File: src/hdl/slcs_ram.sv
`timescale 1ns / 1ps
module slcs_ram #(
  parameter int WIDTH = 16,
  parameter int DEPTH = 16
) (
  input  logic                     clk_i,
  input  logic                     we_i,
  input  logic [$clog2(DEPTH)-1:0] waddr_i,
  input  logic [WIDTH-1:0]         wdata_i,
  input  logic [$clog2(DEPTH)-1:0] raddr_i,
  output logic [WIDTH-1:0]         rdata_o
);

  logic [WIDTH-1:0] mem_q [DEPTH];

  always_ff @(posedge clk_i) begin
    if (we_i) begin
      mem_q[waddr_i] <= wdata_i;
    end
    rdata_o <= mem_q[raddr_i];
  end

endmodule
File: config.mk
export PLATFORM = sky130hd
export DESIGN_NAME = slcs_ram
export DESIGN_NICKNAME = d
export VERILOG_FILES = /design/src/hdl/slcs_ram.sv
export SDC_FILE = /design/constraint.sdc
export NUM_CORES = 1
export LEC_CHECK = 0
export BUFFER_PORTS_ARGS = -buffer_cell sky130_fd_sc_hd__buf_2
export CORE_MARGIN = 1.5
export CORE_UTILIZATION = 40
export DETAILED_ROUTE_END_ITERATION = 16
export PLACE_DENSITY = 0.54
export SYNTH_ARGS = -nofsm -noshare
export SYNTH_HDL_FRONTEND = slang
export SYNTH_SLANG_ARGS = --single-unit
File: constraint.sdc
create_clock -name clk_i -period 5.85 [get_ports clk_i]
set_input_delay 0.585 -clock clk_i [delete_from_list [all_inputs] [get_ports clk_i]]
set_output_delay 0.585 -clock clk_i [all_outputs]
set_load 0.05 [all_outputs]
==> flow_metrics.py, run 1 <==
metrics = {
    "power_and_ir_drop": {
        "ir_drop_uv": 215,
        "p_per_area_nw_per_um2": 365,
        "leakage_nw": 3.81,
    },
    "setup_path": {
        "cp_cell_sequence": "buf_4 -> buf_4 -> mux4_1 -> a22oi_1 -> nand2_1",
        "crit_type": "in2reg",
        "endpoint_kind": "flop",
        "rr_startpoint": "mem_q[11][7]$_DFFE_PP_",
        "cp_common_cell": "buf_4",
        "regToRegSetupSlack_ns": 4.54,
        "path_buf_inv": 2,
        "crit_arrival_ns": 2.71,
        "max_stage_delay_ns": 0.63,
        "startpoint_type": "input port",
        "cp.required_ns": 6.27,
        "r2r_cells": 3,
        "crit_path_end": "rdata_o[11]$_DFF_P_",
        "cp_top_family": "buffers and inverters",
        "crit_cells": 5,
        "crit_slowest_cell": "mux4_1",
        "crit_path_start": "raddr_i[0]",
        "r2r_end": "rdata_o[7]$_DFF_P_",
        "worstPathMaxFanout": 40,
    },
    "finish": {
        "fillers": 2004,
        "syn2layout_area_growth_pct": 16.5,
        "layout-drive-gt1-share_pct": 33.7,
        "nets": 526,
        "diodes": 0,
    },
    "clock_tree": {
        "clock_sinks": 272,
        "cts_buffer_depth": 3,
        "cts_buffers": 28,
        "clockRootBuffer": "clkbuf_16",
        "post_cts_buffers": 0,
        "tritoncts": "yes",
        "insertion_delay_ns": 0.53,
        "hold_buffers": 0,
        "post_cts_resized": 0,
        "clk_pin_slew_ns": 0.06,
        "htreeDepth": 1,
    },
    "grt": {
        "grt.overflow.total": 0,
        "grt_pass1_wl_um": 32100,
        "grt_use_total_pct": 17.0,
        "grt_pass1_vias": 4999,
        "antenna_found_initial": 0,
        "grt_max_degree": 50,
    },
    "synthesis": {
        "syn_inst": 432,
        "synthDistinctLibCells": 19,
        "synth_top_flop_cell": "edfxtp_1",
        "synth_seq_cells": 272,
        "synthArstFlopShare_pct": 0,
        "synth-edff-count": 256,
        "synth.avg_cell_area_um2": 23.2,
        "ys_seq_area_share_pct": 79.7,
        "yosys-top-cells-count": "edfxtp_1 (256), mux4_2 (54), a22oi_1 (32)",
        "syn_nets": 458,
        "synth_top_cell_area_share_pct": 76.5,
        "ys_top_cells_by_area": "edfxtp_1 (77%), mux4_2 (12%), dfxtp_1 (3.2%)",
        "synth_most_common_cell": "edfxtp_1",
        "synth_area_um2": 10000,
        "ys_warn_count": 0,
        "synth_top_area_cell": "edfxtp_1",
    },
    "sta": {
        "setup_violations": 0,
        "final.setup_skew_ns": 0.00790,
        "drv_slew": 0,
        "fin_setup_tns_ns": 0,
        "post-route-min-period_ns": 2.30,
        "period_share_pct": 39.3,
        "hold_violations": 0,
        "holdWs_ns": 0.425,
        "worstMarginPinSlew_ns": 1.18,
        "rsz0062_at_grt": "false",
        "slew_headroom_pct": 20.7,
        "fmax_ghz": 0.435,
    },
    "drt": {
        "drt-total-wl_um": 21200,
        "drc_errors": 0,
        "wl_per_cell_um": 25.1,
        "first_pass_iters": 4,
        "vias": 4614,
        "routed_via_density": 5.45,
        "final_antenna_net_count": 0,
        "drt_iter0_drc": 478,
    },
    "floorplanning": {
        "start_util_pct": 41.1,
        "die_w_um": 161,
        "dieArea_um2": 26100,
        "design.core.area_um2": 24500,
        "rows": 57,
        "io_pins": 42,
        "die_y_um": 161,
    },
    "placed_design": {
        "gp_congestion": 0.686,
        "io_buffers": 41,
        "hpwlAfterDp_um": 12100,
    },
    "min_path": {
        "hp-class": "in2reg",
    },
    "run": {
        "drv_cap": 0,
    },
    "run_status": {
        "status": "finished clean",
    },
}
## metal layers
layer	track usage [%]	vias up	share of wire, %
met2	28.0	107	48
met4	4.00	0	1.9
met1	24.0	2499	45
met5	0	-	0
met3	2.47	29	4.4
li1	-	1979	-
## metrics by stage
step / std cells / instance area (um2) / util, % / setup WS (ns) / total power, W
after floorplan: 432 / 10000 / - / 3.21 / 0.00238
after global placement: 794 / 10700 / 43.8 / 2.94 / 0.00246
after detailed placement: 794 / 10700 / 43.8 / 2.90 / 0.00247
after CTS: 846 / 11700 / 47.8 / 3.46 / 0.00431
after global routing: 846 / 11700 / 47.8 / 3.33 / 0.00440
final: 846 / 11700 / 47.8 / 3.55 / 0.00427
## how the worst min path moves through the flow
| stage | startpoint | endpoint | cells past startpoint |
|---|---|---|---|
| 2_1_floorplan | mem_q[14][0]$_DFFE_PP_ | rdata_o[0]$_DFF_P_ | 3 |
| 4_1_cts | wdata_i[13] | mem_q[14][13]$_DFFE_PP_ | 1 |
| 3_5_place_dp | mem_q[15][4]$_DFFE_PP_ | rdata_o[4]$_DFF_P_ | 3 |
| 5_1_grt | wdata_i[12] | mem_q[10][12]$_DFFE_PP_ | 1 |
| 3_3_place_gp | mem_q[7][9]$_DFFE_PP_ | rdata_o[9]$_DFF_P_ | 3 |
| 6_report | wdata_i[13] | mem_q[12][13]$_DFFE_PP_ | 1 |
## flip-flops by register name, summed over array words and instances, names as in the netlist
| register | cells |
|---|---|
| mem_q | 256 |
| rdata_o | 16 |
## cell families (layout without fill, tap and decap cells)
kind of cell / after synthesis / in the layout / share of synthesized area [%]
mux: 64 / 64 / 14.7
simple gates: 43 / 43 / 1.92
flops: 272 / 272 / 79.7
buf+inv: 21 / 111 / 1.23
compound gates: 32 / 32 / 2.39
## area by class of cell
| cell class | instances | area [um2] | share of cell area [%] |
|---|---|---|---|
| clock inverter | 11 | 155 | 1.33 |
| clock buffer | 41 | 821 | 7.01 |
| tap | 324 | 405 | 3.46 |
| multi-input combinational | 139 | 1970 | 16.8 |
| timing repair buffer | 59 | 343 | 2.93 |
| sequential | 272 | 8010 | 68.4 |
## power by group
part           internal [W]  total [W]  switching [W]
clock network       0.00114    0.00184       0.000699
logic             0.0000780   0.000231       0.000153
registers           0.00218    0.00219      0.0000121
## layout by cell type (no fill, tap or decap)
cell type	n
a22oi_1	32
and2_1	1
buf_2	40
buf_4	19
bufinv_16	4
clkbuf_1	7
clkbuf_16	29
clkbuf_8	5
clkinv_1	2
clkinv_2	4
clkinvlp_4	1
dfxtp_1	16
edfxtp_1	256
mux4_1	10
mux4_2	54
nand2_1	17
nand2b_1	2
nand3_1	1
nand3b_1	2
nor2_2	13
nor2b_2	2
nor3_2	4
or3b_2	1
No activity file was read; power rests on OpenSTA's default activity.
==> run 2, diff against run 1 <==
Settings changed: PLACE_DENSITY 0.54 to 0.56.
Clock period 5.85 ns to 1.9 ns, I/O delays scaled along.
==> flow_metrics.py, run 2 (synthesized netlist as in run 1, its figures left out) <==
metrics = {
    "floorplanning": {
        "rows": 57,
        "io_pins": 42,
        "die_w_um": 161,
        "start_util_pct": 41.1,
        "design.core.area_um2": 24500,
        "dieArea_um2": 26100,
        "die_y_um": 161,
    },
    "sta": {
        "final.setup_skew_ns": 0.00490,
        "drv_slew": 0,
        "fmax_ghz": 0.718,
        "period_share_pct": 73.4,
        "rsz0062_at_grt": "false",
        "setup_violations": 0,
        "post-route-min-period_ns": 1.39,
        "holdWs_ns": 0.0290,
        "slew_headroom_pct": 23.6,
        "fin_setup_tns_ns": 0,
        "hold_violations": 0,
        "worstMarginPinSlew_ns": 1.14,
    },
    "clock_tree": {
        "hold_buffers": 0,
        "clockRootBuffer": "clkbuf_16",
        "post_cts_buffers": 0,
        "clock_sinks": 272,
        "cts_buffers": 28,
        "insertion_delay_ns": 0.53,
        "htreeDepth": 1,
        "tritoncts": "yes",
        "cts_buffer_depth": 3,
        "clk_pin_slew_ns": 0.06,
        "post_cts_resized": 0,
    },
    "finish": {
        "fin_util_pct": 48.6,
        "diodes": 0,
        "layout-drive-gt1-share_pct": 34.3,
        "layout_commonest_cell": "edfxtp_1",
        "instances_no_fill": 860,
        "stdcell_area_um2": 11900,
        "nets": 541,
        "top_regs": "mem_q x256, rdata_o x16",
        "largest_reg_flops": 256,
        "largest_register": "mem_q",
        "fillers": 1975,
        "layout_common_cells": "edfxtp_1 (256), mux4_2 (54), buf_2 (40)",
        "syn2layout_area_growth_pct": 18.5,
    },
    "setup_path": {
        "crit_type": "reg2reg",
        "crit_cells": 3,
        "crit_slowest_cell": "mux4_2",
        "path_buf_inv": 0,
        "startpoint_type": "flop",
        "crit_arrival_ns": 1.79,
        "endpoint_kind": "flop",
        "max_stage_delay_ns": 0.47,
        "cp.required_ns": 2.30,
        "worstPathMaxFanout": 1,
        "cp_top_family": "multiplexers",
        "r2r_cells": 3,
        "cp_cell_sequence": "mux4_2 -> a22oi_1 -> nand2_1",
    },
    "power_and_ir_drop": {
        "p_sw_w": 0.00262,
        "leakage_nw": 3.90,
        "comb_power_share_pct": 5.8,
        "p_per_area_nw_per_um2": 1080,
        "clockPowerShare_pct": 41.6,
        "ir_drop_uv": 551,
        "p_int_w": 0.0102,
        "pwr-share-seq_pct": 52.6,
        "switching_share_pct": 20.5,
    },
    "placed_design": {
        "placedCellCount": 809,
        "hpwlAfterDp_um": 11600,
        "gp_congestion": 0.701,
        "place_area_um2": 11000,
        "io_buffers": 41,
    },
    "drt": {
        "drt-total-wl_um": 20000,
        "final_antenna_net_count": 0,
        "wl_per_cell_um": 23.3,
        "vias": 4606,
        "drc_errors": 0,
        "routed_via_density": 5.36,
        "first_pass_iters": 4,
        "drt_iter0_drc": 401,
    },
    "grt": {
        "grt_use_total_pct": 16.0,
        "grt_pass1_vias": 4959,
        "grt.overflow.total": 0,
        "grt_pass1_wl_um": 30600,
        "antenna_found_initial": 0,
        "grt_max_degree": 37,
    },
    "min_path": {
        "hold_depth": 1,
        "hp-class": "in2reg",
    },
    "run_status": {
        "status": "finished clean",
    },
    "run": {
        "drv_cap": 0,
    },
}
## run 2: cell count changes in the layout (fill, tap and decap cells not counted), moves of 2 or more
cell and change:
nor3_4 +3, buf_4 +4, nor3_2 -3, clkbuf_1 +3, clkinv_2 -2, bufinv_16 -2, buf_12 +11
## run 2: final timing paths
path	slack [ns]	start	endpoint
max	0.51	mem_q[3][8]$_DFFE_PP_	rdata_o[8]$_DFF_P_
min	0.03	wdata_i[6]	mem_q[0][6]$_DFFE_PP_
max reg2reg	0.51	mem_q[3][8]$_DFFE_PP_	rdata_o[8]$_DFF_P_
min reg2reg	0.67	mem_q[15][1]$_DFFE_PP_	rdata_o[1]$_DFF_P_
## run 2: worst reg2reg max path, cell delays in order, from the launching register on
cell,delay (ns)
edfxtp_1,0.37
mux4_2,0.47
a22oi_1,0.29
nand2_1,0.14
## run 2: layout make-up
| type | instances | area (um2) | share of cell area [%] |
|---|---|---|---|
| clock buffer | 43 | 818 | 6.88 |
| clock inverter | 8 | 90.1 | 0.757 |
| multi-input combinational | 139 | 1980 | 16.7 |
| sequential | 272 | 8010 | 67.3 |
| tap | 324 | 405 | 3.41 |
| timing repair buffer | 74 | 593 | 4.98 |
## run 2: per-stage QoR
step / setup WS (ns) / power (W)
2_1_floorplan: 0.0328 / 0.00733
3_3_place_gp: 0.210 / 0.00761
3_5_place_dp: 0.211 / 0.00763
4_1_cts: 0.517 / 0.0130
5_1_grt: 0.462 / 0.0133
6_report: 0.506 / 0.0128
## run 2: power by group through the flow
stage / Combinational [W] / Sequential [W] / Clock, W
floorplan: 0.000328 / 0.00700 / 0
global placement: 0.000751 / 0.00686 / 0
detailed placement: 0.000762 / 0.00687 / 0
CTS: 0.000763 / 0.00674 / 0.00548
global route: 0.000808 / 0.00675 / 0.00570
finish: 0.000748 / 0.00674 / 0.00533
## run 2: per-layer routing
layer  vias up  part of all wire [%]  GRT usage (%)
li1       2010                     -              -
met1      2417                    45           23.8
met2       144                    47           24.7
met3        35                   6.5           2.54
met4         0                   1.9           4.34
met5         -                     0              0
